File: config.mk
export PLATFORM = sky130hd
export DESIGN_NAME = bzs_dp
export DESIGN_NICKNAME = d
export VERILOG_FILES = /design/src/rtl/bezier_subdivide_2d_assert.svh /design/src/rtl/bzs_pkg.sv /design/src/rtl/bzs_dp.sv
export SDC_FILE = /design/constraint.sdc
export NUM_CORES = 2
export LEC_CHECK = 0
export ABC_CLOCK_PERIOD_IN_PS = 8150
export BUFFER_PORTS_ARGS = -buffer_cell sky130_fd_sc_hd__buf_4
export CAP_MARGIN = 5
export CORE_MARGIN = 4
export CORE_UTILIZATION = 55
export CTS_CLUSTER_DIAMETER = 40
export DETAILED_ROUTE_END_ITERATION = 7
export PLACE_DENSITY = 0.74
export RECOVER_POWER = 50
export REMOVE_ABC_BUFFERS = 1
export SYNTH_ARGS = -nofsm -noshare
export SYNTH_HDL_FRONTEND = slang
export SYNTH_SLANG_ARGS = --single-unit
File: constraint.sdc
create_clock -name clock -period 8.15 [get_ports clock]
set_clock_uncertainty 0.1 [all_clocks]
set_input_delay 0.815 -clock clock [delete_from_list [all_inputs] [get_ports clock]]
set_output_delay 0.815 -clock clock [all_outputs]
set_load 0.05 [all_outputs]
File: src/rtl/bezier_subdivide_2d_assert.svh
// Assertion macros shared by the RTL of the Bezier subdivision block.
// Expects signals named clock and reset in the scope of each use.
`ifndef BEZIER_SUBDIVIDE_2D_ASSERT_SVH
`define BEZIER_SUBDIVIDE_2D_ASSERT_SVH

// same-cycle implication
`define BZS_ASSERT_IMPL(name, ante, cons, msg) \
   name: assert property (@(posedge clock) disable iff (reset) (ante) |-> (cons)) \
      else $error(msg);

// next-cycle implication
`define BZS_ASSERT_NEXT(name, ante, cons, msg) \
   name: assert property (@(posedge clock) disable iff (reset) (ante) |=> (cons)) \
      else $error(msg);

`endif

File: src/rtl/bzs_pkg.sv
// Shared constants, register indexes and the controller-to-datapath command
// struct for the Bezier subdivision block. No dependencies.
`default_nettype none

package bzs_pkg;

   localparam int DEG_W          = 4;
   localparam int T_W            = 17;
   localparam int COORD_W        = 32;
   localparam int MAX_DEGREE_DEF = 15;

   localparam logic [T_W-1:0]   T_ONE     = 17'h10000;
   localparam logic [T_W-1:0]   T_RESET   = 17'h08000;
   localparam logic [DEG_W-1:0] DEG_RESET = 4'd3;

   // configuration port
   localparam int CSR_IDX_W  = 1;
   localparam int CSR_DATA_W = T_W;
   localparam logic [CSR_IDX_W-1:0] CFG_DEGREE  = 1'b0;
   localparam logic [CSR_IDX_W-1:0] CFG_SPLIT_T = 1'b1;

   // stream widths
   localparam int REQ_W      = 2 * COORD_W;
   localparam int RSP_FLDS_W = DEG_W + 4 * COORD_W;
   localparam int RSP_W      = ((RSP_FLDS_W + 7) / 8) * 8;
   localparam int RSP_PAD_W  = RSP_W - RSP_FLDS_W;

   typedef struct packed {
      logic ld_en;     // write incoming point into the point store
      logic ld_first;  // incoming point is index 0: also seeds left[0]
      logic cap_t;     // final point: capture the split parameter
      logic lerp;      // read this cycle feeds the lerp pipeline
      logic rd_prime;  // lerp read of index 0 only loads the carry register
      logic out_load;  // load the result register from the read data
      logic out_last;  // result being loaded is the last of the run
   } bzs_cmd_type;

endpackage

`default_nettype wire

File: src/rtl/bzs_dp.sv
// Datapath: point store, left-point buffer, x/y lerp pipeline (read, multiply,
// add/write back) and the result register. Driven by bzs_ctrl; uses bzs_pkg.
`default_nettype none

module bzs_dp
   import bzs_pkg::*;
#(
   parameter int MAX_DEGREE = MAX_DEGREE_DEF,
   localparam int DEPTH = MAX_DEGREE + 1,
   localparam int AW = $clog2(DEPTH)
) (
   input  wire logic                      clock,
   input  wire logic                      reset,
   input  wire bzs_cmd_type               cmd,
   input  wire logic [AW-1:0]             ld_addr,
   input  wire logic [AW-1:0]             rd_addr,
   input  wire logic [AW-1:0]             pass_idx,
   input  wire logic [DEG_W-1:0]          out_index,
   input  wire logic [T_W-1:0]            split_t,
   input  wire logic signed [COORD_W-1:0] point_x,
   input  wire logic signed [COORD_W-1:0] point_y,
   output logic [DEG_W-1:0]               rsp_index,
   output logic signed [COORD_W-1:0]      left_x,
   output logic signed [COORD_W-1:0]      left_y,
   output logic signed [COORD_W-1:0]      right_x,
   output logic signed [COORD_W-1:0]      right_y,
   output logic                           last_of_run
);

   // entries are {y, x}; after the passes the point store holds the right curve
   logic [2*COORD_W-1:0] st_mem [DEPTH];
   logic [2*COORD_W-1:0] lb_mem [DEPTH];
   logic [2*COORD_W-1:0] st_rd_ff;
   logic [2*COORD_W-1:0] lb_rd_ff;

   logic [T_W-1:0]             t_ff;
   logic                       m_vld_ff;
   logic                       m_prime_ff;
   logic [AW-1:0]              m_addr_ff;
   logic [AW-1:0]              m_pass_ff;
   logic signed [COORD_W-1:0]  a_x_ff;
   logic signed [COORD_W-1:0]  a_y_ff;
   logic signed [COORD_W-1:0]  a2_x_ff;
   logic signed [COORD_W-1:0]  a2_y_ff;
   logic signed [COORD_W-1:0]  prod_x_ff;
   logic signed [COORD_W-1:0]  prod_y_ff;
   logic                       w_vld_ff;
   logic                       w_first_ff;
   logic [AW-1:0]              w_addr_ff;
   logic [AW-1:0]              w_pass_ff;

   logic [DEG_W-1:0]           rsp_index_ff;
   logic signed [COORD_W-1:0]  left_x_ff;
   logic signed [COORD_W-1:0]  left_y_ff;
   logic signed [COORD_W-1:0]  right_x_ff;
   logic signed [COORD_W-1:0]  right_y_ff;
   logic                       last_ff;

   logic signed [COORD_W-1:0]  rd_x;
   logic signed [COORD_W-1:0]  rd_y;
   logic signed [COORD_W:0]    diff_x;
   logic signed [COORD_W:0]    diff_y;
   logic signed [T_W:0]        t_s;
   logic signed [COORD_W+T_W+1:0] mul_x;
   logic signed [COORD_W+T_W+1:0] mul_y;
   logic signed [COORD_W-1:0]  res_x;
   logic signed [COORD_W-1:0]  res_y;

   assign rd_x   = st_rd_ff[COORD_W-1:0];
   assign rd_y   = st_rd_ff[2*COORD_W-1:COORD_W];
   assign diff_x = {rd_x[COORD_W-1], rd_x} - {a_x_ff[COORD_W-1], a_x_ff};
   assign diff_y = {rd_y[COORD_W-1], rd_y} - {a_y_ff[COORD_W-1], a_y_ff};
   assign t_s    = {1'b0, t_ff};
   assign mul_x  = diff_x * t_s;
   assign mul_y  = diff_y * t_s;
   // bits 47:16 are the floored shift modulo 2^32; the sum stays in the hull
   assign res_x  = a2_x_ff + prod_x_ff;
   assign res_y  = a2_y_ff + prod_y_ff;

   always_ff @(posedge clock) begin
      if (cmd.ld_en) begin
         st_mem[ld_addr] <= {point_y, point_x};
      end else if (w_vld_ff) begin
         st_mem[w_addr_ff] <= {res_y, res_x};
      end
      st_rd_ff <= st_mem[rd_addr];
   end

   always_ff @(posedge clock) begin
      if (cmd.ld_first) begin
         lb_mem[{AW{1'b0}}] <= {point_y, point_x};
      end else if (w_vld_ff && w_first_ff) begin
         lb_mem[w_pass_ff] <= {res_y, res_x};
      end
      lb_rd_ff <= lb_mem[rd_addr];
   end

   always_ff @(posedge clock) begin
      if (reset) begin
         m_vld_ff <= 1'b0;
         w_vld_ff <= 1'b0;
      end else begin
         m_vld_ff <= cmd.lerp;
         w_vld_ff <= m_vld_ff && !m_prime_ff;
      end
   end

   always_ff @(posedge clock) begin
      if (cmd.cap_t) t_ff <= (split_t > T_ONE) ? T_ONE : split_t;
      m_prime_ff <= cmd.rd_prime;
      m_addr_ff  <= rd_addr;
      m_pass_ff  <= pass_idx;
      if (m_vld_ff) begin
         // the point read now is the b of this step and the a of the next
         a_x_ff <= rd_x;
         a_y_ff <= rd_y;
      end
      a2_x_ff    <= a_x_ff;
      a2_y_ff    <= a_y_ff;
      prod_x_ff  <= mul_x[COORD_W+15:16];
      prod_y_ff  <= mul_y[COORD_W+15:16];
      w_addr_ff  <= m_addr_ff - AW'(1);
      w_first_ff <= (m_addr_ff == AW'(1));
      w_pass_ff  <= m_pass_ff;
   end

   always_ff @(posedge clock) begin
      if (cmd.out_load) begin
         rsp_index_ff <= out_index;
         left_x_ff    <= lb_rd_ff[COORD_W-1:0];
         left_y_ff    <= lb_rd_ff[2*COORD_W-1:COORD_W];
         right_x_ff   <= rd_x;
         right_y_ff   <= rd_y;
         last_ff      <= cmd.out_last;
      end
   end

   assign rsp_index   = rsp_index_ff;
   assign left_x      = left_x_ff;
   assign left_y      = left_y_ff;
   assign right_x     = right_x_ff;
   assign right_y     = right_y_ff;
   assign last_of_run = last_ff;

endmodule

`default_nettype wire

==> impl_results.html <==
<table>
<tr><th>Metric</th><th>Value</th></tr>
<tr><th colspan="2">STA</th></tr>
<tr><td>Slew at the pin closest to its max-slew limit</td><td>1.35 ns</td></tr>
<tr><td>Setup TNS after final layout</td><td>-12.24 ns</td></tr>
<tr><td>Timing-limited maximum frequency</td><td>114 MHz</td></tr>
<tr><td>Tightest slew margin relative to the limit</td><td>10.2%</td></tr>
<tr><td>Final setup viols</td><td>39</td></tr>
<tr><td>Final worst setup slack</td><td>-0.588 ns</td></tr>
<tr><td>Final Hold Vio Count</td><td>0</td></tr>
<tr><td>Worst slack on hold paths</td><td>0.118 ns</td></tr>
<tr><td>Unrepaired setup endpoints after global routing</td><td>true</td></tr>
<tr><td>Max Slew Vio Count</td><td>0</td></tr>
<tr><td>Tmin final</td><td>8.74 ns</td></tr>
<tr><td>Ratio of final minimum period to clock period</td><td>107%</td></tr>
<tr><th colspan="2">Synthesis</th></tr>
<tr><td>Number of enable flip-flop cells after synthesis</td><td>2262</td></tr>
<tr><td>Cell types with the largest area share after synthesis</td><td>sky130_fd_sc_hd__edfxtp_1, sky130_fd_sc_hd__fa_1, sky130_fd_sc_hd__mux4_2, sky130_fd_sc_hd__dfxtp_1, sky130_fd_sc_hd__inv_1</td></tr>
<tr><td>Sequential fraction of the synthesis area</td><td>55.4%</td></tr>
<tr><td>Seq cells post-synth</td><td>2538</td></tr>
<tr><td>Top cell type's share of synthesized area</td><td>51.2%</td></tr>
<tr><td>Main synth FF type</td><td>sky130_fd_sc_hd__edfxtp_1</td></tr>
<tr><td>Count of warnings emitted by yosys</td><td>0</td></tr>
<tr><td>Syn avg cell area</td><td>15.4 µm²</td></tr>
<tr><td>Async set-or-reset flop fraction in the synthesized netlist</td><td>0%</td></tr>
<tr><td>Number of distinct library cell variants in the gate-level netlist after synthesis</td><td>83</td></tr>
<tr><td>Cell area after technology mapping</td><td>133000 µm²</td></tr>
<tr><td>Syn Inst Count</td><td>8640</td></tr>
<tr><td>Post-synth top area cell</td><td>sky130_fd_sc_hd__edfxtp_1</td></tr>
<tr><td>Most numerous cell in the Yosys netlist</td><td>sky130_fd_sc_hd__edfxtp_1</td></tr>
<tr><td>Leading post-synthesis cells by instance count</td><td>sky130_fd_sc_hd__edfxtp_1, sky130_fd_sc_hd__inv_1, sky130_fd_sc_hd__fa_1</td></tr>
<tr><th colspan="2">Critical path</th></tr>
<tr><td>Type of destination of the critical path</td><td>flip-flop</td></tr>
<tr><td>Delay of the slowest cell on the worst path</td><td>0.49 ns</td></tr>
<tr><td>Worst setup SP type</td><td>flip-flop</td></tr>
<tr><td>Data required time of the worst path</td><td>8.82 ns</td></tr>
<tr><td>Highest fanout seen on the critical path</td><td>8</td></tr>
<tr><td>Library cell contributing the largest single delay on the critical path</td><td>sky130_fd_sc_hd__fa_1</td></tr>
<tr><td>Critical path's most frequent cell</td><td>sky130_fd_sc_hd__fa_1</td></tr>
<tr><td>Worst path arrival time</td><td>9.41 ns</td></tr>
<tr><td>Kind of critical path</td><td>reg -&gt; reg</td></tr>
<tr><th colspan="2">Floorplanning</th></tr>
<tr><td>Die Span X</td><td>499 µm</td></tr>
<tr><td>Initial Utilization</td><td>55.2%</td></tr>
<tr><td>Core Box Area</td><td>240000 µm²</td></tr>
<tr><td>Io pins</td><td>239</td></tr>
<tr><td>Vertical die dimension</td><td>499 µm</td></tr>
<tr><td>Cell row count</td><td>180</td></tr>
<tr><td>Area enclosed by the die boundary</td><td>249000 µm²</td></tr>
<tr><th colspan="2">Route</th></tr>
<tr><td>Total vias in the final route</td><td>79.0k</td></tr>
<tr><td>Average routed wire per standard cell</td><td>27.9 µm</td></tr>
<tr><td>Final ANT Viol Nets</td><td>0</td></tr>
<tr><td>Post-detailed-routing wire length</td><td>369000 µm</td></tr>
<tr><td>First-pass iteration count of the detailed router</td><td>6</td></tr>
<tr><td>Remaining DRCs</td><td>0</td></tr>
<tr><td>Average vias per placed instance</td><td>5.98</td></tr>
<tr><td>Initial detailed-routing violation count</td><td>8839</td></tr>
<tr><th colspan="2">Run status</th></tr>
<tr><td>Outcome</td><td>finished with violations</td></tr>
<tr><td>Violations in the final reports</td><td>setup timing</td></tr>
<tr><th colspan="2">Clock tree</th></tr>
<tr><td>Clk slew on worst S/H paths</td><td>0.06 ns</td></tr>
<tr><td>Inserted Clock Buffers</td><td>334</td></tr>
<tr><td>Worst-skew pair later-pin latency</td><td>0.97 ns</td></tr>
<tr><td>Clk root buf</td><td>sky130_fd_sc_hd__clkbuf_16</td></tr>
<tr><td>Clock tree from TritonCTS</td><td>built</td></tr>
<tr><td>Maximum level of the CTS H-tree</td><td>5</td></tr>
<tr><td>Clock tree buffer depth</td><td>4</td></tr>
<tr><td>Number of sinks handled by clock tree synthesis</td><td>2538</td></tr>
<tr><th colspan="2">Finish</th></tr>
<tr><td>Sequential cell area in the final layout</td><td>73500 µm²</td></tr>
<tr><td>Layout Utilization</td><td>65.8%</td></tr>
<tr><td>Total area of multi-input combinational cells</td><td>55000 µm²</td></tr>
<tr><td>Fill cell count</td><td>16.0k</td></tr>
<tr><td>Non-Filler Instances</td><td>13.2k</td></tr>
<tr><td>Layout net count</td><td>11.3k</td></tr>
<tr><td>Area delta synth-&gt;final</td><td>19.1%</td></tr>
<tr><td>Layout cells sized above 1</td><td>26.5%</td></tr>
<tr><th colspan="2">Place</th></tr>
<tr><td>Number of buffer cells added on primary ports</td><td>238</td></tr>
<tr><td>Cells after DPL</td><td>12.5k</td></tr>
<tr><td>Post-detail-place hpwl</td><td>230000 µm</td></tr>
<tr><td>Weighted congestion reported at the end of routability-driven placement</td><td>0.938</td></tr>
<tr><th colspan="2">Global routing</th></tr>
<tr><td>Leftover overflow at the end of global routing</td><td>0</td></tr>
<tr><td>Initial antenna violation count</td><td>11</td></tr>
<tr><td>Number of global-route vias before repair</td><td>84.9k</td></tr>
<tr><td>GRT Overall Usage</td><td>29.9%</td></tr>
<tr><td>First-pass GRT wire length</td><td>549000 µm</td></tr>
<tr><td>Pin count of the biggest net entering global routing</td><td>147</td></tr>
<tr><th colspan="2">Min path</th></tr>
<tr><td>Hold Crit Class</td><td>in -&gt; reg</td></tr>
<tr><th colspan="2">Flow run</th></tr>
<tr><td>Max-cap violation count</td><td>0</td></tr>
</table>
[cell type report]
| type | instances | share of cell area [%] |
|---|---|---|
| Antenna cell | 15 | 0.0238 |
| Clock buffer | 390 | 5.58 |
| Clock inverter | 207 | 1.61 |
| Inverter | 1298 | 3.08 |
| Multi-Input combinational cell | 4444 | 34.8 |
| Sequential cell | 2538 | 46.5 |
| Tap cell | 3185 | 2.52 |
| Timing Repair Buffer | 1148 | 5.86 |
[metrics by stage]
step,area [µm²],worst slack (ns)
after global routing,158000,-0.898
after floorplan,131000,-0.425
after CTS,157000,-0.597
after detailed placement,144000,-1.04
after global placement,144000,-0.920
final,158000,-0.588
[worst paths after layout]
kind	slack (ns)	start	depth (start not counted)	to
max	-0.59	st_rd_ff[0]	39	prod_x_ff[31]
min	0.12	split_t[14]	2	t_ff[14]
max reg2reg	-0.59	st_rd_ff[0]	39	prod_x_ff[31]
min reg2reg	0.22	m_pass_ff[1]	0	w_pass_ff[1]
[critical path: cells and delay by family, from the launching register on]
family | cells | cell delay, ns
fa+ha+maj | 9 | 3.49
compound gates | 15 | 2.69
buf+inv | 8 | 0.82
simple gates | 4 | 0.76
xor+xnor | 3 | 0.38
flops | 1 | 0.31
[layout by cell type, fill, tap and decap left out, drive strengths merged, types with 6 or more instances in the layout]
cell type,synthesis,final
a211oi,22,22
a31o,6,6
dlygate4sd3,0,12
clkinvlp,0,29
clkbuf,301,437
bufinv,0,40
and2,548,548
a211o,8,8
mux2i,10,10
dfxtp,276,276
nand3,20,20
buf,59,1089
mux4,630,630
nor2b,104,104
nor3b,6,6
or2,7,7
nand2,715,715
and3,12,12
a21oi,141,141
a31oi,17,17
o21bai,16,16
xor2,60,60
nor3,27,27
inv,1298,1355
nand2b,37,37
nor2,123,123
o31ai,10,10
ha,348,348
clkinv,0,81
diode,0,15
a21boi,11,11
o21ai,196,196
nand4,13,13
fa,1032,1032
or3,6,6
a21o,79,79
o21a,32,32
edfxtp,2262,2262
xnor2,137,137
[logic make-up (layout without fill, tap and decap cells)]
| family | after synthesis | count (layout) | synth area share, % |
|---|---|---|---|
| AOI/OAI and AO/OA | 583 | 583 | 2.77 |
| xor gates and xnor gates | 197 | 197 | 1.31 |
| adders and majority gates | 1380 | 1380 | 18.9 |
| buffers and inverters | 1658 | 3043 | 4.71 |
| DFF | 2538 | 2538 | 55.4 |
| muxes | 645 | 645 | 10.8 |
| other | 0 | 15 | 0 |
| and+or+nand+nor | 1639 | 1639 | 6.15 |
[routing by layer]
metal | GRT usage (%) | share of wire [%] | vias up
li1 | - | - | 32400
met2 | 49.5 | 49 | 4604
met1 | 38.5 | 36 | 41000
met4 | 14.1 | 5.7 | 4
met3 | 5.86 | 9.2 | 1035
met5 | 0 | 0.0057 | -
[sequential cells by signal, summed over array words and instances, names as in the netlist, 64 cells and up]
| register | flops |
|---|---|
| lb_mem | 1024 |
| st_mem | 1024 |
| lb_rd_ff | 64 |
| st_rd_ff | 64 |
[timing repair]
action | CTS | global route
setup endpoints to repair | 46 | 50
buffers inserted | 57 | 39
gates cloned | 3 | 3
gates resized for setup | 273 | 184
hold buffers | 12 | 0
endpoints found under the hold margin | 11 | 0
pin swaps | 216 | 206
Power is not shown: default switching activity piles up to over one toggle a cycle in this logic, so the estimate is an artifact.
