===== config.mk =====
export PLATFORM = sky130hd
export DESIGN_NAME = bzs_ctrl
export DESIGN_NICKNAME = d
export VERILOG_FILES = /design/src/rtl/bezier_subdivide_2d_assert.svh /design/src/rtl/bzs_pkg.sv /design/src/rtl/bzs_ctrl.sv
export SDC_FILE = /design/constraint.sdc
export NUM_CORES = 1
export LEC_CHECK = 0
export ABC_AREA = 1
export BUFFER_PORTS_ARGS = -buffer_cell sky130_fd_sc_hd__buf_2
export CORE_ASPECT_RATIO = 1.75
export CORE_MARGIN = 1
export CORE_UTILIZATION = 51
export CTS_BUF_LIST = sky130_fd_sc_hd__clkbuf_4 sky130_fd_sc_hd__clkbuf_8
export DETAILED_ROUTE_END_ITERATION = 10
export PLACE_DENSITY_LB_ADDON = 0.3
export SETUP_SLACK_MARGIN = 0.3
export SKIP_LAST_GASP = 1
export SYNTH_ARGS = -nofsm -noshare
export SYNTH_HDL_FRONTEND = slang
export SYNTH_SLANG_ARGS = --single-unit

===== constraint.sdc =====
create_clock -name clock -period 6.2 [get_ports clock]
set_input_delay 0.31 -clock clock [delete_from_list [all_inputs] [get_ports clock]]
set_output_delay 0.31 -clock clock [all_outputs]
set_load 0.05 [all_outputs]

===== src/rtl/bezier_subdivide_2d_assert.svh =====
// Assertion macros shared by the RTL of the Bezier subdivision block.
// Expects signals named clock and reset in the scope of each use.
`ifndef BEZIER_SUBDIVIDE_2D_ASSERT_SVH
`define BEZIER_SUBDIVIDE_2D_ASSERT_SVH

// same-cycle implication
`define BZS_ASSERT_IMPL(name, ante, cons, msg) \
   name: assert property (@(posedge clock) disable iff (reset) (ante) |-> (cons)) \
      else $error(msg);

// next-cycle implication
`define BZS_ASSERT_NEXT(name, ante, cons, msg) \
   name: assert property (@(posedge clock) disable iff (reset) (ante) |=> (cons)) \
      else $error(msg);

`endif


===== src/rtl/bzs_pkg.sv =====
// Shared constants, register indexes and the controller-to-datapath command
// struct for the Bezier subdivision block. No dependencies.
`default_nettype none

package bzs_pkg;

   localparam int DEG_W          = 4;
   localparam int T_W            = 17;
   localparam int COORD_W        = 32;
   localparam int MAX_DEGREE_DEF = 15;

   localparam logic [T_W-1:0]   T_ONE     = 17'h10000;
   localparam logic [T_W-1:0]   T_RESET   = 17'h08000;
   localparam logic [DEG_W-1:0] DEG_RESET = 4'd3;

   // configuration port
   localparam int CSR_IDX_W  = 1;
   localparam int CSR_DATA_W = T_W;
   localparam logic [CSR_IDX_W-1:0] CFG_DEGREE  = 1'b0;
   localparam logic [CSR_IDX_W-1:0] CFG_SPLIT_T = 1'b1;

   // stream widths
   localparam int REQ_W      = 2 * COORD_W;
   localparam int RSP_FLDS_W = DEG_W + 4 * COORD_W;
   localparam int RSP_W      = ((RSP_FLDS_W + 7) / 8) * 8;
   localparam int RSP_PAD_W  = RSP_W - RSP_FLDS_W;

   typedef struct packed {
      logic ld_en;     // write incoming point into the point store
      logic ld_first;  // incoming point is index 0: also seeds left[0]
      logic cap_t;     // final point: capture the split parameter
      logic lerp;      // read this cycle feeds the lerp pipeline
      logic rd_prime;  // lerp read of index 0 only loads the carry register
      logic out_load;  // load the result register from the read data
      logic out_last;  // result being loaded is the last of the run
   } bzs_cmd_type;

endpackage

`default_nettype wire


===== src/rtl/bzs_ctrl.sv =====
// Controller: configuration registers, load counter and the sequencer that
// walks the de Casteljau passes and result readout. Uses bzs_pkg.
`default_nettype none

module bzs_ctrl
   import bzs_pkg::*;
#(
   parameter int MAX_DEGREE = MAX_DEGREE_DEF,
   localparam int AW = $clog2(MAX_DEGREE + 1),
   localparam int IW = (AW > DEG_W) ? AW : DEG_W
) (
   input  wire logic                  clock,
   input  wire logic                  reset,
   input  wire logic                  csr_we,
   input  wire logic [CSR_IDX_W-1:0]  csr_index,
   input  wire logic [CSR_DATA_W-1:0] csr_wdata,
   input  wire logic                  req_tvalid,
   output logic                       req_tready,
   output logic                       rsp_tvalid,
   input  wire logic                  rsp_tready,
   output bzs_cmd_type                cmd,
   output logic [AW-1:0]              ld_addr,
   output logic [AW-1:0]              rd_addr,
   output logic [AW-1:0]              pass_idx,
   output logic [DEG_W-1:0]           out_index,
   output logic [T_W-1:0]             split_t
);

   typedef enum logic [2:0] {
      ST_LOAD,
      ST_PASS,
      ST_GAP,
      ST_DRAIN,
      ST_ORD,
      ST_OLD,
      ST_OWAIT
   } state_type;

   state_type         state_ff;
   logic [DEG_W-1:0]  degree_ff;
   logic [T_W-1:0]    split_t_ff;
   logic [IW-1:0]     count_ff;
   logic [IW-1:0]     deg_ff;
   logic [IW-1:0]     pass_ff;
   logic [IW-1:0]     rptr_ff;
   logic [IW-1:0]     oidx_ff;
   logic              drain_ff;
   logic              rsp_tvalid_ff;

   logic [IW-1:0]     deg_cur;
   logic [IW-1:0]     idx;
   logic [IW-1:0]     last_rd;
   logic              accept;
   logic              final_pt;

   always_ff @(posedge clock) begin
      if (reset) begin
         degree_ff  <= DEG_RESET;
         split_t_ff <= T_RESET;
      end else if (csr_we) begin
         case (csr_index)
            CFG_DEGREE:  degree_ff  <= csr_wdata[DEG_W-1:0];
            CFG_SPLIT_T: split_t_ff <= csr_wdata;
            default: ;
         endcase
      end
   end

   assign deg_cur  = (IW'(degree_ff) > IW'(MAX_DEGREE)) ? IW'(MAX_DEGREE) : IW'(degree_ff);
   assign idx      = (count_ff > deg_cur) ? deg_cur : count_ff;
   assign accept   = req_tvalid && (state_ff == ST_LOAD);
   assign final_pt = (idx >= deg_cur);
   // pass p updates indexes 0..deg-p, reading one ahead
   assign last_rd  = deg_ff - pass_ff + IW'(1);

   assign req_tready = (state_ff == ST_LOAD);
   assign rsp_tvalid = rsp_tvalid_ff;
   assign split_t    = split_t_ff;

   always_comb begin
      cmd          = '0;
      cmd.ld_en    = accept;
      cmd.ld_first = accept && (idx == '0);
      cmd.cap_t    = accept && final_pt;
      cmd.lerp     = (state_ff == ST_PASS);
      cmd.rd_prime = (state_ff == ST_PASS) && (rptr_ff == '0);
      cmd.out_load = (state_ff == ST_OLD);
      cmd.out_last = (oidx_ff == deg_ff);
   end

   assign ld_addr   = idx[AW-1:0];
   assign rd_addr   = (state_ff == ST_PASS) ? rptr_ff[AW-1:0] : oidx_ff[AW-1:0];
   assign pass_idx  = pass_ff[AW-1:0];
   assign out_index = DEG_W'(oidx_ff);

   always_ff @(posedge clock) begin
      if (reset) begin
         state_ff      <= ST_LOAD;
         count_ff      <= '0;
         deg_ff        <= '0;
         pass_ff       <= '0;
         rptr_ff       <= '0;
         oidx_ff       <= '0;
         drain_ff      <= 1'b0;
         rsp_tvalid_ff <= 1'b0;
      end else begin
         case (state_ff)
            ST_LOAD: begin
               if (accept) begin
                  if (final_pt) begin
                     count_ff <= '0;
                     deg_ff   <= deg_cur;
                     pass_ff  <= IW'(1);
                     rptr_ff  <= '0;
                     oidx_ff  <= '0;
                     drain_ff <= 1'b0;
                     state_ff <= (deg_cur == '0) ? ST_DRAIN : ST_PASS;
                  end else begin
                     count_ff <= idx + IW'(1);
                  end
               end
            end
            ST_PASS: begin
               if (rptr_ff == last_rd) begin
                  rptr_ff <= '0;
                  if (pass_ff == deg_ff) begin
                     drain_ff <= 1'b0;
                     state_ff <= ST_DRAIN;
                  end else begin
                     pass_ff  <= pass_ff + IW'(1);
                     state_ff <= ST_GAP;
                  end
               end else begin
                  rptr_ff <= rptr_ff + IW'(1);
               end
            end
            // lets the write of index 1 land before the next pass reads it
            ST_GAP: state_ff <= ST_PASS;
            ST_DRAIN: begin
               drain_ff <= 1'b1;
               if (drain_ff) state_ff <= ST_ORD;
            end
            ST_ORD: state_ff <= ST_OLD;
            ST_OLD: begin
               rsp_tvalid_ff <= 1'b1;
               state_ff      <= ST_OWAIT;
            end
            ST_OWAIT: begin
               if (rsp_tready) begin
                  rsp_tvalid_ff <= 1'b0;
                  if (oidx_ff == deg_ff) begin
                     oidx_ff  <= '0;
                     state_ff <= ST_LOAD;
                  end else begin
                     oidx_ff  <= oidx_ff + IW'(1);
                     state_ff <= ST_ORD;
                  end
               end
            end
            default: state_ff <= ST_LOAD;
         endcase
      end
   end

endmodule

`default_nettype wire


==> flow_summary.html, run 1 <==
<table>
<tr><th>Metric</th><th>Value</th></tr>
<tr><th colspan="2">Floorplanning</th></tr>
<tr><td>Number of standard-cell rows in the floorplan</td><td>34</td></tr>
<tr><td>Initial core utilization</td><td>53.0%</td></tr>
<tr><td>Overall die width</td><td>between 50 and 60 um</td></tr>
<tr><td>Number of top-level design ports</td><td>65</td></tr>
<tr><td>Core outline area</td><td>roughly 5000 um2</td></tr>
<tr><td>Overall die area</td><td>roughly 5500 um2</td></tr>
<tr><td>Floorplan die height</td><td>97.2 um</td></tr>
<tr><th colspan="2">STA</th></tr>
<tr><td>Minimum period implied by the final worst setup slack</td><td>around 3.4 ns</td></tr>
<tr><td>Largest clock skew in the final design</td><td>between 0.008 and 0.009 ns</td></tr>
<tr><td>Max-slew violations</td><td>0</td></tr>
<tr><td>Least-Margin Pin Slew</td><td>just under 0.8 ns</td></tr>
<tr><td>Worst max-slew margin expressed relative to the limit</td><td>about half</td></tr>
<tr><td>Final hold violations</td><td>0</td></tr>
<tr><td>Max Fclk</td><td>between 0.2 and 0.3 GHz</td></tr>
<tr><td>Final setup violation count</td><td>0</td></tr>
<tr><td>Final cycle utilization of the critical path</td><td>54.4%</td></tr>
<tr><td>Total negative slack for setup checks</td><td>0 ns</td></tr>
<tr><td>Unrepaired setup endpoints after global routing</td><td>no</td></tr>
<tr><th colspan="2">Power</th></tr>
<tr><td>Leakage</td><td>approximately 1.6 nW</td></tr>
<tr><td>Switching share of power</td><td>around half</td></tr>
<tr><td>Worst vdd rail ir drop</td><td>approximately 0.24 mV</td></tr>
<tr><td>Cell Int Power</td><td>roughly 650 uW</td></tr>
<tr><td>Clock Power Share</td><td>around 18%</td></tr>
<tr><td>Combinational fraction of design power</td><td>a little over half</td></tr>
<tr><td>Sw power</td><td>between 600 and 700 uW</td></tr>
<tr><td>Power share of the sequential group</td><td>between 20% and 30%</td></tr>
<tr><td>Power per standard cell area</td><td>412 nW/um2</td></tr>
<tr><th colspan="2">Clocking</th></tr>
<tr><td>Clock sinks</td><td>46</td></tr>
<tr><td>Clock buffer count from CTS</td><td>5</td></tr>
<tr><td>Latest clock arrival within the worst-skew pair</td><td>0.30 ns</td></tr>
<tr><td>Hold-fix buffers, CTS</td><td>0</td></tr>
<tr><td>Clock slew at reported path FFs</td><td>~0.09 ns</td></tr>
<tr><td>Number of buffers on the longest clock path</td><td>2</td></tr>
<tr><td>Clock root buffer</td><td>sky130_fd_sc_hd__clkbuf_8</td></tr>
<tr><td>TritonCTS clock tree</td><td>yes</td></tr>
<tr><td>Maximum level of the CTS H-tree</td><td>2</td></tr>
<tr><td>Post CTS Setup Buffer Count</td><td>0</td></tr>
<tr><td>Number of resized instances in the post-cts repair step</td><td>0</td></tr>
<tr><th colspan="2">Finish</th></tr>
<tr><td>Fillcell total</td><td>between 400 and 500</td></tr>
<tr><td>Number of nets in the layout</td><td>approximately 470</td></tr>
<tr><td>Fraction of layout instances using a drive strength above 1</td><td>between 20% and 30%</td></tr>
<tr><td>Final cell count without fillers</td><td>between 400 and 500</td></tr>
<tr><td>Ant. Diodes</td><td>0</td></tr>
<tr><td>Layout area overhead</td><td>17.4%</td></tr>
<tr><td>Final core occ</td><td>around 62%</td></tr>
<tr><th colspan="2">Worst hold path</th></tr>
<tr><td>Beginning of the worst hold path</td><td>csr_wdata[15]</td></tr>
<tr><td>Number of cells on the worst hold path</td><td>3</td></tr>
<tr><td>Worst min-delay path class</td><td>input port to flip-flop</td></tr>
<tr><td>Hold Path End</td><td>split_t[15]</td></tr>
<tr><th colspan="2">Synthesis</th></tr>
<tr><td>Synth Flop Type</td><td>sky130_fd_sc_hd__dfxtp_1</td></tr>
<tr><td>Mean area per synthesized cell</td><td>7.21 um2</td></tr>
<tr><td>Flip-flop and latch count after synthesis</td><td>46</td></tr>
<tr><td>Number of flops mapped to enable cells by yosys</td><td>0</td></tr>
<tr><td>Most common cell in the synthesized netlist</td><td>sky130_fd_sc_hd__nand2_1</td></tr>
<tr><td>Syn_nets</td><td>approximately 400</td></tr>
<tr><td>Register area share after synthesis</td><td>between 30% and 40%</td></tr>
<tr><td>Netlist area before placement</td><td>about 2600 um2</td></tr>
<tr><td>Synth top cells by count</td><td>sky130_fd_sc_hd__nand2_1 (62), sky130_fd_sc_hd__nor2_1 (54), sky130_fd_sc_hd__dfxtp_1 (46), sky130_fd_sc_hd__inv_1 (42), sky130_fd_sc_hd__o21ai_0 (28)</td></tr>
<tr><td>Gate count of the mapped netlist</td><td>between 300 and 400</td></tr>
<tr><td>Async set-reset flop share out of synthesis</td><td>0%</td></tr>
<tr><td>Fraction of synthesized cell area taken by the top area cell type</td><td>between 30% and 40%</td></tr>
<tr><td>Cell type with the highest aggregate area in the netlist</td><td>sky130_fd_sc_hd__dfxtp_1</td></tr>
<tr><td>Cells taking the most area after synthesis</td><td>sky130_fd_sc_hd__dfxtp_1 (35%), sky130_fd_sc_hd__nand2_1 (8.8%), sky130_fd_sc_hd__ha_1 (8.5%)</td></tr>
<tr><td>Synth warn</td><td>0</td></tr>
<tr><td>Count of different cell masters after synthesis</td><td>34</td></tr>
<tr><th colspan="2">Setup path</th></tr>
<tr><td>Worst r2r dst</td><td>rptr_ff[3]</td></tr>
<tr><td>Worst path most repeated cell</td><td>sky130_fd_sc_hd__nand2_1</td></tr>
<tr><td>WS Path Type</td><td>flip-flop to primary output</td></tr>
<tr><td>Startpoint of the most critical register-to-register path</td><td>degree_ff[3]</td></tr>
<tr><td>Biggest fanout along the worst timing path</td><td>7</td></tr>
<tr><td>Worst path arrival time</td><td>slightly above 3 ns</td></tr>
<tr><td>Sum of buffers and inverters on the critical path</td><td>5</td></tr>
<tr><td>Required time at the worst-slack endpoint</td><td>between 5 and 6 ns</td></tr>
<tr><td>Logic depth of the worst register-to-register path</td><td>17</td></tr>
<tr><td>Critical path's top delay family</td><td>simple AND/OR/NAND/NOR gates</td></tr>
<tr><td>Kind of end point of the critical path</td><td>primary output</td></tr>
<tr><td>Startpoint type of the worst setup path</td><td>flip-flop</td></tr>
<tr><td>Slowest CP cell</td><td>sky130_fd_sc_hd__dfxtp_1</td></tr>
<tr><td>Crit-path max cell delay</td><td>between 0.3 and 0.4 ns</td></tr>
<tr><td>Critical path, cell by cell</td><td>inv_1 -&gt; ha_1 -&gt; nand2_1 -&gt; inv_1 -&gt; nand2_1 -&gt; nand2_1 -&gt; nand2_1 -&gt; nand2_1 -&gt; nand2_1 -&gt; ha_1 -&gt; inv_1 -&gt; o21bai_1 -&gt; nand3_1 -&gt; nand3_1 -&gt; nand2_4 -&gt; inv_2 -&gt; buf_2</td></tr>
<tr><td>Setup slack of the most critical reg-to-reg path</td><td>3.25 ns</td></tr>
<tr><th colspan="2">Global routing</th></tr>
<tr><td>Number of antenna violations at the first check in global routing</td><td>0</td></tr>
<tr><td>GRT Resource Usage Total</td><td>24.9%</td></tr>
<tr><td>Total congestion overflow</td><td>0</td></tr>
<tr><td>Vias in the first global route</td><td>about 2600</td></tr>
<tr><td>Global-route wire length before repair</td><td>11000 um</td></tr>
<tr><td>Maximum number of pins on one net before global-route repair</td><td>30</td></tr>
<tr><th colspan="2">Drt</th></tr>
<tr><td>First-pass iteration count of the detailed router</td><td>4</td></tr>
<tr><td>Routed metal-1 wirelength</td><td>~2200 um</td></tr>
<tr><td>Vias per cell</td><td>5.41</td></tr>
<tr><td>Met3 wire len</td><td>244 um</td></tr>
<tr><td>1st-iter DRT viols</td><td>83</td></tr>
<tr><td>Total number of vias</td><td>approximately 2600</td></tr>
<tr><td>Avg WL per Cell</td><td>12.9 um</td></tr>
<tr><td>Count of antenna-violating nets left after detailed routing</td><td>0</td></tr>
<tr><td>Highest Signal Layer</td><td>met4</td></tr>
<tr><td>Number of design rule violations left after detail routing</td><td>0</td></tr>
<tr><td>Wire length on met2</td><td>roughly 3500 um</td></tr>
<tr><td>Routed WL</td><td>6240 um</td></tr>
<tr><th colspan="2">Placement</th></tr>
<tr><td>HPWL after DPL</td><td>roughly 4900 um</td></tr>
<tr><td>Placed Cells</td><td>476</td></tr>
<tr><td>Weighted congestion at the end of routability-driven global placement</td><td>~0.93</td></tr>
<tr><td>Port buffer count</td><td>between 60 and 70</td></tr>
<tr><th colspan="2">Status</th></tr>
<tr><td>Status</td><td>complete, no violations</td></tr>
<tr><th colspan="2">Job</th></tr>
<tr><td>Max Cap Viol</td><td>0</td></tr>
</table>
==> layer usage <==
| metal | global-route usage, % | vias to the layer above |
|---|---|---|
| li1 | - | 1312 |
| met1 | 23.1 | 1193 |
| met2 | 47.3 | 85 |
| met3 | 3.86 | 30 |
| met4 | 17.3 | 0 |
| met5 | 0 | - |
==> how the worst max path moves through the flow <==
| stage | startpoint | end | slack (ns) | cells past startpoint |
|---|---|---|---|---|
| global route | degree_ff[1] | cmd[4] | 2.48 | 17 |
| floorplan | degree_ff[3] | cmd[5] | 2.96 | 13 |
| CTS | degree_ff[3] | cmd[4] | 2.80 | 17 |
| finish | degree_ff[3] | cmd[4] | 2.83 | 17 |
| detailed placement | degree_ff[3] | cmd[4] | 3.17 | 17 |
| global placement | degree_ff[3] | cmd[4] | 3.34 | 17 |
==> logic make-up after synthesis <==
family | share of synthesized area [%]
buffers and inverters | 8.67
AND/OR/NAND/NOR | 29.8
AO/OA/AOI/OAI | 13.4
XOR/XNOR | 3.98
adder cells (fa/ha/maj) | 9.29
flip-flops | 34.9
==> layout by cell type, fill, tap and decap left out, types with 2 or more instances in the layout <==
| cell type | n |
|---|---|
| sky130_fd_sc_hd__a21oi_1 | 23 |
| sky130_fd_sc_hd__buf_2 | 64 |
| sky130_fd_sc_hd__clkbuf_8 | 5 |
| sky130_fd_sc_hd__dfxtp_1 | 46 |
| sky130_fd_sc_hd__ha_1 | 18 |
| sky130_fd_sc_hd__inv_1 | 42 |
| sky130_fd_sc_hd__inv_2 | 7 |
| sky130_fd_sc_hd__nand2_1 | 62 |
| sky130_fd_sc_hd__nand2_2 | 5 |
| sky130_fd_sc_hd__nand2_4 | 3 |
| sky130_fd_sc_hd__nand3_1 | 19 |
| sky130_fd_sc_hd__nand4_1 | 8 |
| sky130_fd_sc_hd__nor2_1 | 54 |
| sky130_fd_sc_hd__nor2_4 | 3 |
| sky130_fd_sc_hd__nor3_1 | 5 |
| sky130_fd_sc_hd__nor3_2 | 2 |
| sky130_fd_sc_hd__o211ai_1 | 2 |
| sky130_fd_sc_hd__o21ai_0 | 28 |
| sky130_fd_sc_hd__o21ai_1 | 6 |
| sky130_fd_sc_hd__o21bai_1 | 2 |
| sky130_fd_sc_hd__xnor2_1 | 3 |
| sky130_fd_sc_hd__xor2_1 | 9 |
==> through the flow <==
stage / cell area (um2) / hold slack [ns] / total power [mW] / setup slack (ns)
2_1_floorplan: 2640 / 0.379 / 0.907 / 2.96
3_3_place_gp: 2990 / 0.451 / 1.04 / 3.34
3_5_place_dp: 2990 / 0.461 / 1.05 / 3.17
4_1_cts: 3100 / 0.197 / 1.29 / 2.80
5_1_grt: 3100 / 0.211 / 1.37 / 2.48
6_report: 3100 / 0.207 / 1.28 / 2.83
==> tightest hold or removal path, cell delays in order <==
cell and delay, ns:
sky130_fd_sc_hd__buf_2 0.07, sky130_fd_sc_hd__nand2_1 0.04, sky130_fd_sc_hd__nand3_1 0.05
==> state kept, by name, indices dropped and copies added (netlist names) <==
name and flops:
split_t 17, out_index 4, pass_idx 4, degree_ff 4
rptr_ff 4, state_ff 3, deg_ff 4, count_ff 4
rsp_tvalid 1, drain_ff 1
==> cell type report <==
| cell class | count | area [um2] | share of cell area, % |
|---|---|---|---|
| Multi-Input combinational cell | 262 | 1490 | 48.1 |
| Sequential cell | 46 | 921 | 29.7 |
| Timing Repair Buffer | 64 | 320 | 10.3 |
| Inverter | 50 | 188 | 6.06 |
| Clock buffer | 5 | 68.8 | 2.22 |
| Tap cell | 54 | 67.6 | 2.18 |
| Clock inverter | 3 | 43.8 | 1.41 |
==> power by group through the flow <==
| stage | Sequential (mW) | Clock (mW) | Combinational, mW |
|---|---|---|---|
| floorplan | 0.422 | 0 | 0.485 |
| global placement | 0.379 | 0 | 0.660 |
| detailed placement | 0.380 | 0 | 0.673 |
| CTS | 0.373 | 0.235 | 0.678 |
| global route | 0.379 | 0.243 | 0.743 |
| finish | 0.373 | 0.228 | 0.676 |
Power figures use the tool's default switching activity.
==> run 2: changes to the inputs <==
Clock period 6.2 ns to 3.3 ns, I/O delays scaled along.
==> run 2 against run 1 <==
  * Setup slack worse by 2.3 ns
  * Sequential share of layout area down 0.99 points
  * Final area up 3.7%
  * Power up 89%
  * Non-clock buffer count up 2
  * Flip-flop and latch count unchanged
  * Core utilization up 2.3 points
  * Hold slack worse by 0.13 ns
  * Via count down 0.73%
  * First-iteration DRC count down 47%
  * Final cell count up 0.41%
  * Largest power group unchanged
  * Highest routed layer unchanged
==> flow_summary.html, run 2 (synthesized netlist as in run 1, its figures left out) <==
<table>
<tr><th>Metric</th><th>Value</th></tr>
<tr><th colspan="2">Status</th></tr>
<tr><td>Status</td><td>complete, no violations</td></tr>
<tr><th colspan="2">STA</th></tr>
<tr><td>Max Fclk</td><td>roughly 0.35 GHz</td></tr>
<tr><td>Least-Margin Pin Slew</td><td>0.788 ns (+0.0106 ns)</td></tr>
<tr><td>Final cycle utilization of the critical path</td><td>approximately 86%</td></tr>
<tr><td>Final hold slack</td><td>0.0775 ns (-0.129 ns)</td></tr>
<tr><td>Minimum period implied by the final worst setup slack</td><td>between 2 and 3 ns</td></tr>
<tr><td>Setup ws final</td><td>0.478 ns (-2.35 ns)</td></tr>
<tr><td>Total negative slack for setup checks</td><td>0 ns (unchanged)</td></tr>
<tr><td>Largest clock skew in the final design</td><td>0.00790 ns (-0.000428 ns)</td></tr>
<tr><td>Unrepaired setup endpoints after global routing</td><td>no</td></tr>
<tr><td>Worst max-slew margin expressed relative to the limit</td><td>47.4% (-0.71 points)</td></tr>
<tr><td>Final hold violations</td><td>0 (unchanged)</td></tr>
<tr><td>Max-slew violations</td><td>0 (unchanged)</td></tr>
<tr><td>Final setup violation count</td><td>0 (unchanged)</td></tr>
<tr><th colspan="2">Clocking</th></tr>
<tr><td>Clock buffer count from CTS</td><td>5 (unchanged)</td></tr>
<tr><td>Clock sinks</td><td>46 (unchanged)</td></tr>
<tr><td>Maximum level of the CTS H-tree</td><td>2 (unchanged)</td></tr>
<tr><td>Clock root buffer</td><td>sky130_fd_sc_hd__clkbuf_8</td></tr>
<tr><td>Latest clock arrival within the worst-skew pair</td><td>0.31 ns (about the same)</td></tr>
<tr><td>Clock slew at reported path FFs</td><td>0.09 ns (about the same)</td></tr>
<tr><td>TritonCTS clock tree</td><td>yes</td></tr>
<tr><td>Number of buffers on the longest clock path</td><td>2 (unchanged)</td></tr>
<tr><th colspan="2">Global routing</th></tr>
<tr><td>Global-route wire length before repair</td><td>10600 um (-3.8%)</td></tr>
<tr><td>Total congestion overflow</td><td>0 (unchanged)</td></tr>
<tr><td>Number of antenna violations at the first check in global routing</td><td>0 (unchanged)</td></tr>
<tr><td>Maximum number of pins on one net before global-route repair</td><td>30 (unchanged)</td></tr>
<tr><td>GRT Resource Usage Total</td><td>24.3% (-0.56 points)</td></tr>
<tr><td>Vias in the first global route</td><td>2457 (-7.2%)</td></tr>
<tr><th colspan="2">Power</th></tr>
<tr><td>Leakage</td><td>1.56 nW (+0.51%)</td></tr>
<tr><td>Power per standard cell area</td><td>750 nW/um2 (+82%)</td></tr>
<tr><td>Worst vdd rail ir drop</td><td>0.520 mV (+110%)</td></tr>
<tr><th colspan="2">Placement</th></tr>
<tr><td>Weighted congestion at the end of routability-driven global placement</td><td>0.875 (-6.0%)</td></tr>
<tr><td>Worst setup timing slack at the placement stage</td><td>0.423 ns (-2.75 ns)</td></tr>
<tr><td>Port buffer count</td><td>64 (unchanged)</td></tr>
<tr><td>Cell Area, Placed</td><td>2990 um2 (+0.17%)</td></tr>
<tr><td>HPWL after DPL</td><td>4950 um (+0.46%)</td></tr>
<tr><th colspan="2">Drt</th></tr>
<tr><td>Avg WL per Cell</td><td>13.3 um (+3.1%)</td></tr>
<tr><td>Count of antenna-violating nets left after detailed routing</td><td>0 (unchanged)</td></tr>
<tr><td>First-pass iteration count of the detailed router</td><td>4 (unchanged)</td></tr>
<tr><td>Number of design rule violations left after detail routing</td><td>0 (unchanged)</td></tr>
<tr><td>Vias per cell</td><td>5.35 (-1.1%)</td></tr>
<tr><td>Routed WL</td><td>6460 um (+3.5%)</td></tr>
<tr><td>1st-iter DRT viols</td><td>44 (-47%)</td></tr>
<tr><td>Total number of vias</td><td>2601 (-0.73%)</td></tr>
<tr><th colspan="2">Finish</th></tr>
<tr><td>Ant. Diodes</td><td>0 (unchanged)</td></tr>
<tr><td>Post-layout instance area</td><td>3210 um2 (+3.7%)</td></tr>
<tr><td>Fillcell total</td><td>462 (-4.1%)</td></tr>
<tr><td>Number of nets in the layout</td><td>473 (+0.42%)</td></tr>
<tr><td>Max reg flops</td><td>17 (unchanged)</td></tr>
<tr><td>Fraction of layout instances using a drive strength above 1</td><td>28.2% (+5.2 points)</td></tr>
<tr><td>Leading cell types in the layout, fill and taps excluded</td><td>sky130_fd_sc_hd__buf_2 (63), sky130_fd_sc_hd__nand2_1 (55), sky130_fd_sc_hd__nor2_1 (54)</td></tr>
<tr><td>Final core occ</td><td>64.6% (+2.3 points)</td></tr>
<tr><td>Layout area overhead</td><td>21.8%</td></tr>
<tr><td>Most common library cell in the layout ignoring fill and taps</td><td>sky130_fd_sc_hd__buf_2</td></tr>
<tr><th colspan="2">Setup path</th></tr>
<tr><td>Worst path arrival time</td><td>2.66 ns (-0.40 ns)</td></tr>
<tr><td>Slowest CP cell</td><td>sky130_fd_sc_hd__dfxtp_2</td></tr>
<tr><td>Setup slack of the most critical reg-to-reg path</td><td>0.62 ns (-2.63 ns)</td></tr>
<tr><td>Biggest fanout along the worst timing path</td><td>7 (unchanged)</td></tr>
<tr><td>Startpoint type of the worst setup path</td><td>flip-flop</td></tr>
<tr><td>Required time at the worst-slack endpoint</td><td>3.13 ns (-2.76 ns)</td></tr>
<tr><td>Crit-path max cell delay</td><td>0.36 ns (+0.02 ns)</td></tr>
<tr><td>WS Path Type</td><td>flip-flop to primary output</td></tr>
<tr><td>Kind of end point of the critical path</td><td>primary output</td></tr>
<tr><td>Startpoint of the most critical register-to-register path</td><td>degree_ff[3]</td></tr>
<tr><td>Worst r2r dst</td><td>count_ff[3]</td></tr>
<tr><td>Logic depth of the worst register-to-register path</td><td>16 (-1)</td></tr>
<tr><td>Worst path most repeated cell</td><td>sky130_fd_sc_hd__nand2_2</td></tr>
<tr><td>Critical path, cell by cell</td><td>inv_4 -&gt; ha_1 -&gt; nand2_1 -&gt; inv_1 -&gt; nand2_1 -&gt; nand2_2 -&gt; nand2_2 -&gt; nand2_2 -&gt; nand2_4 -&gt; ha_4 -&gt; inv_1 -&gt; o21bai_2 -&gt; nand3_2 -&gt; nand3_4 -&gt; nand2_4 -&gt; inv_6 -&gt; buf_8</td></tr>
<tr><th colspan="2">Floorplanning</th></tr>
<tr><td>Number of top-level design ports</td><td>65 (unchanged)</td></tr>
<tr><td>Overall die area</td><td>5480 um2 (unchanged)</td></tr>
<tr><td>Number of standard-cell rows in the floorplan</td><td>34 (unchanged)</td></tr>
<tr><td>Floorplan die height</td><td>97.2 um (unchanged)</td></tr>
<tr><td>Initial core utilization</td><td>53.0% (unchanged)</td></tr>
<tr><td>Overall die width</td><td>56.4 um (unchanged)</td></tr>
<tr><td>Core outline area</td><td>4980 um2 (unchanged)</td></tr>
<tr><th colspan="2">Worst hold path</th></tr>
<tr><td>Number of cells on the worst hold path</td><td>3 (unchanged)</td></tr>
<tr><td>Worst min-delay path class</td><td>input port to flip-flop</td></tr>
<tr><td>Hold Path End</td><td>split_t[15]</td></tr>
<tr><td>Beginning of the worst hold path</td><td>csr_wdata[15]</td></tr>
<tr><th colspan="2">Job</th></tr>
<tr><td>Max Cap Viol</td><td>0 (unchanged)</td></tr>
</table>
## run 2: changes by cell type in the layout (fill, tap and decap cells not counted), moves of 2 or more
| cell | change |
|---|---|
| sky130_fd_sc_hd__dfxtp_2 | +2 |
| sky130_fd_sc_hd__nand2_2 | +6 |
| sky130_fd_sc_hd__dfxtp_1 | -2 |
| sky130_fd_sc_hd__inv_1 | -3 |
| sky130_fd_sc_hd__nand2_1 | -7 |
| sky130_fd_sc_hd__nand3_1 | -3 |
| sky130_fd_sc_hd__ha_4 | +3 |
| sky130_fd_sc_hd__buf_4 | +2 |
| sky130_fd_sc_hd__nand3_2 | +2 |
| sky130_fd_sc_hd__ha_1 | -3 |
## run 2: worst max path at each step
stage                endpoint  slack, ns          from
floorplan           deg_ff[0]       0.37  degree_ff[3]
global placement       cmd[4]       0.53  degree_ff[3]
detailed placement     cmd[4]       0.42  degree_ff[3]
CTS                    cmd[4]       0.33  degree_ff[3]
global route           cmd[4]       0.30  degree_ff[3]
finish                 cmd[4]       0.48  degree_ff[3]
## run 2: routing by layer
| layer | GRT usage, % | up-vias | routed length (um) |
|---|---|---|---|
| li1 | - | 1311 | - |
| met1 | 22.1 | 1202 | 2310 |
| met2 | 47.6 | 66 | 3670 |
| met3 | 3.86 | 22 | 207 |
| met4 | 15.0 | 0 | 270 |
| met5 | 0 | - | 0 |
## run 2: stage by stage
step | std cells | power, mW
after floorplan | 366 | 1.71
after global placement | 476 | 1.96
after detailed placement | 476 | 1.98
after CTS | 485 | 2.37
after global routing | 486 | 2.57
final | 486 | 2.41
## run 2: critical path: cells and delay by family, from the launching register on
kind                     cells  cell delay (ns)
AND/OR/NAND/NOR              9             0.82
adder cells (fa/ha/maj)      2             0.58
buffers and inverters        5             0.40
flip-flops                   1             0.36
AO/OA/AOI/OAI                1             0.17
## run 2: timing repair
action	in CTS	in global routing
hold buffers	0	0
setup endpoints to repair	1	6
resized for setup	9	21
setup buffers	1	1
pin swaps	1	3
## run 2: final cells by class
cell class | instances | area [um2] | share of cell area, %
Sequential cell | 46 | 923 | 28.7
Inverter | 50 | 195 | 6.07
Multi-Input combinational cell | 262 | 1590 | 49.6
Timing Repair Buffer | 66 | 345 | 10.7
Tap cell | 54 | 67.6 | 2.10
Clock buffer | 5 | 68.8 | 2.14
Clock inverter | 3 | 21.3 | 0.662
## run 2: power breakdown
group / leakage, nW / internal [mW] / switching [mW] / total, mW
Clock: 0.0441 / 0.149 / 0.207 / 0.356
Combinational: 1.14 / 0.408 / 0.943 / 1.35
Sequential: 0.376 / 0.629 / 0.0731 / 0.702
Total: 1.56 / 1.19 / 1.22 / 2.41
==> run 3: changes to the inputs <==
Settings changed: PLACE_DENSITY set to 0.77, PLACE_DENSITY_LB_ADDON 0.3 to unset.
==> run 3 against run 2 <==
  * Sequential share of layout area down 0.095 points
  * Clock power is essentially flat
  * Via count is 0.31% lower
  * Largest power group unchanged
==> flow_summary.html, run 3 (synthesized netlist as in run 1, its figures left out) <==
<table>
<tr><th>Metric</th><th>Value</th></tr>
<tr><th colspan="2">Setup path</th></tr>
<tr><td>Worst path arrival time</td><td>2.78 ns (+0.12 ns)</td></tr>
<tr><td>Critical path, cell by cell</td><td>inv_2 -&gt; ha_4 -&gt; nand2_1 -&gt; inv_1 -&gt; nand2_1 -&gt; nand2_2 -&gt; nand2_2 -&gt; nand2_2 -&gt; nand2_4 -&gt; ha_4 -&gt; inv_1 -&gt; o21bai_1 -&gt; nand3_2 -&gt; nand3_4 -&gt; nand2_4 -&gt; inv_4 -&gt; buf_8</td></tr>
<tr><td>Startpoint type of the worst setup path</td><td>flip-flop</td></tr>
<tr><td>Logic depth of the worst register-to-register path</td><td>16 (unchanged)</td></tr>
<tr><td>Slowest CP cell</td><td>sky130_fd_sc_hd__dfxtp_1</td></tr>
<tr><td>Crit-path max cell delay</td><td>0.35 ns (about the same)</td></tr>
<tr><td>Kind of end point of the critical path</td><td>primary output</td></tr>
<tr><td>Worst path most repeated cell</td><td>sky130_fd_sc_hd__nand2_2</td></tr>
<tr><td>Biggest fanout along the worst timing path</td><td>7 (unchanged)</td></tr>
<tr><td>Sum of buffers and inverters on the critical path</td><td>5 (unchanged)</td></tr>
<tr><td>Critical Path Stages</td><td>17 (unchanged)</td></tr>
<tr><td>Critical path's top delay family</td><td>simple AND/OR/NAND/NOR gates</td></tr>
<tr><td>Required time at the worst-slack endpoint</td><td>3.13 ns (about the same)</td></tr>
<tr><td>WS Path Type</td><td>flip-flop to primary output</td></tr>
<tr><th colspan="2">Drt</th></tr>
<tr><td>Count of antenna-violating nets left after detailed routing</td><td>0 (unchanged)</td></tr>
<tr><td>Vias per cell</td><td>5.31 (-0.72%)</td></tr>
<tr><td>Number of design rule violations left after detail routing</td><td>0 (unchanged)</td></tr>
<tr><td>1st-iter DRT viols</td><td>115 (+160%)</td></tr>
<tr><td>Routed WL</td><td>6500 um (+0.70%)</td></tr>
<tr><td>First-pass iteration count of the detailed router</td><td>4 (unchanged)</td></tr>
<tr><td>Total number of vias</td><td>2593 (-0.31%)</td></tr>
<tr><td>Avg WL per Cell</td><td>13.3 um (+0.28%)</td></tr>
<tr><th colspan="2">Placement</th></tr>
<tr><td>Placed Cells</td><td>476 (unchanged)</td></tr>
<tr><td>Cell Area, Placed</td><td>2990 um2 (unchanged)</td></tr>
<tr><td>Weighted congestion at the end of routability-driven global placement</td><td>0.923 (+5.6%)</td></tr>
<tr><td>Port buffer count</td><td>64 (unchanged)</td></tr>
<tr><td>HPWL after DPL</td><td>4870 um (-1.8%)</td></tr>
<tr><th colspan="2">STA</th></tr>
<tr><td>Least-Margin Pin Slew</td><td>0.768 ns (-0.0201 ns)</td></tr>
<tr><td>Max Fclk</td><td>0.339 GHz (-4.3%)</td></tr>
<tr><td>Final cycle utilization of the critical path</td><td>89.4% (+3.9 points)</td></tr>
<tr><td>Final hold violations</td><td>0 (unchanged)</td></tr>
<tr><td>Largest clock skew in the final design</td><td>0.00716 ns (-0.000742 ns)</td></tr>
<tr><td>Final setup violation count</td><td>0 (unchanged)</td></tr>
<tr><td>Total negative slack for setup checks</td><td>0 ns (unchanged)</td></tr>
<tr><td>Max-slew violations</td><td>0 (unchanged)</td></tr>
<tr><td>Minimum period implied by the final worst setup slack</td><td>2.95 ns (+0.128 ns)</td></tr>
<tr><td>Worst max-slew margin expressed relative to the limit</td><td>48.7% (+1.3 points)</td></tr>
<tr><td>Unrepaired setup endpoints after global routing</td><td>no</td></tr>
<tr><th colspan="2">Global routing</th></tr>
<tr><td>Vias in the first global route</td><td>2420 (-1.5%)</td></tr>
<tr><td>Number of antenna violations at the first check in global routing</td><td>0 (unchanged)</td></tr>
<tr><td>Maximum number of pins on one net before global-route repair</td><td>30 (unchanged)</td></tr>
<tr><td>Global-route wire length before repair</td><td>10600 um (+0.33%)</td></tr>
<tr><td>GRT Resource Usage Total</td><td>24.1% (-0.29 points)</td></tr>
<tr><td>Total congestion overflow</td><td>0 (unchanged)</td></tr>
<tr><th colspan="2">Finish</th></tr>
<tr><td>Leading cell types in the layout, fill and taps excluded</td><td>sky130_fd_sc_hd__buf_2 (63), sky130_fd_sc_hd__nand2_1 (57), sky130_fd_sc_hd__nor2_1 (54)</td></tr>
<tr><td>Number of nets in the layout</td><td>475 (+0.42%)</td></tr>
<tr><td>Most common library cell in the layout ignoring fill and taps</td><td>sky130_fd_sc_hd__buf_2</td></tr>
<tr><td>Layout area overhead</td><td>22.0%</td></tr>
<tr><td>Final core occ</td><td>64.7% (+0.13 points)</td></tr>
<tr><td>Ant. Diodes</td><td>0 (unchanged)</td></tr>
<tr><td>Fraction of layout instances using a drive strength above 1</td><td>27.6% (-0.59 points)</td></tr>
<tr><td>Max reg flops</td><td>17 (unchanged)</td></tr>
<tr><td>Post-layout instance area</td><td>3220 um2 (+0.19%)</td></tr>
<tr><td>Final cell count without fillers</td><td>488 (+0.41%)</td></tr>
<tr><th colspan="2">Floorplanning</th></tr>
<tr><td>Core outline area</td><td>4980 um2 (unchanged)</td></tr>
<tr><td>Initial core utilization</td><td>53.0% (unchanged)</td></tr>
<tr><td>Overall die area</td><td>5480 um2 (unchanged)</td></tr>
<tr><td>Floorplan die height</td><td>97.2 um (unchanged)</td></tr>
<tr><td>Overall die width</td><td>56.4 um (unchanged)</td></tr>
<tr><td>Number of standard-cell rows in the floorplan</td><td>34 (unchanged)</td></tr>
<tr><td>Number of top-level design ports</td><td>65 (unchanged)</td></tr>
<tr><th colspan="2">Status</th></tr>
<tr><td>Status</td><td>complete, no violations</td></tr>
<tr><th colspan="2">Power</th></tr>
<tr><td>Worst vdd rail ir drop</td><td>0.947 mV (+82%)</td></tr>
<tr><td>Leakage</td><td>1.57 nW (+0.23%)</td></tr>
<tr><td>Power per standard cell area</td><td>755 nW/um2 (+0.74%)</td></tr>
<tr><th colspan="2">Job</th></tr>
<tr><td>Max Cap Viol</td><td>0 (unchanged)</td></tr>
<tr><th colspan="2">Worst hold path</th></tr>
<tr><td>Number of cells on the worst hold path</td><td>3 (unchanged)</td></tr>
<tr><td>Worst min-delay path class</td><td>input port to flip-flop</td></tr>
<tr><th colspan="2">Clocking</th></tr>
<tr><td>Hold-fix buffers, CTS</td><td>0 (unchanged)</td></tr>
<tr><td>Latest clock arrival within the worst-skew pair</td><td>0.30 ns (about the same)</td></tr>
<tr><td>Number of buffers on the longest clock path</td><td>2 (unchanged)</td></tr>
<tr><td>Clock buffer count from CTS</td><td>5 (unchanged)</td></tr>
<tr><td>TritonCTS clock tree</td><td>yes</td></tr>
<tr><td>Clock slew at reported path FFs</td><td>0.09 ns (about the same)</td></tr>
<tr><td>Clock root buffer</td><td>sky130_fd_sc_hd__clkbuf_8</td></tr>
<tr><td>Clock sinks</td><td>46 (unchanged)</td></tr>
<tr><td>Maximum level of the CTS H-tree</td><td>2 (unchanged)</td></tr>
</table>
==> run 3: cell count changes in the layout (fill, tap and decap cells not counted), sizes merged <==
cell,delta
buf,+2
==> run 3: worst paths after layout <==
kind                                    start     endpoint  slack [ns]
worst min-delay path            csr_wdata[15]  split_t[15]        0.06
worst max-delay path             degree_ff[3]       cmd[4]        0.35
worst min register to register    split_t[16]  split_t[16]        0.49
worst max register to register   degree_ff[3]  count_ff[3]        0.53
==> run 3: final cells by class <==
cell class	instances	area, um2
Multi-Input combinational cell	262	1590
Sequential cell	46	922
Clock inverter	3	21.3
Tap cell	54	67.6
Timing Repair Buffer	68	360
Inverter	50	190
Fill cell	439	1760
Clock buffer	5	68.8
==> run 3: what timing repair did <==
action	4_1_cts	5_1_grt
gates resized for setup	7	17
pin swaps	2	5
buffers inserted	1	3
setup endpoints to repair	1	14
==> run 3: power by group <==
| part | internal (mW) | switching [mW] |
|---|---|---|
| registers | 0.629 | 0.0772 |
| logic | 0.428 | 0.941 |
| clock network | 0.149 | 0.207 |
==> run 3: through the flow <==
step / hold WS [ns] / total power [mW] / worst slack (ns)
after detailed placement: 0.380 / 1.98 / 0.424
after floorplan: 0.234 / 1.71 / 0.369
after global routing: 0.0558 / 2.60 / 0.217
after CTS: 0.0568 / 2.36 / 0.309
final: 0.0639 / 2.43 / 0.350
after global placement: 0.362 / 1.96 / 0.541
==> run 3: worst min-delay path, cell delays in order <==
cell,delay (ns)
sky130_fd_sc_hd__buf_2,0.07
sky130_fd_sc_hd__nand2_1,0.04
sky130_fd_sc_hd__nand3_1,0.06
==> run 3: routing by layer <==
layer | vias up | GRT usage [%] | share of wire (%) | wire length [um]
li1 | 1317 | - | - | -
met5 | - | 0 | 0 | 0
met3 | 24 | 3.33 | 3.7 | 241
met1 | 1162 | 23.9 | 37 | 2410
met4 | 0 | 10.7 | 4.0 | 258
met2 | 90 | 47.2 | 55 | 3590
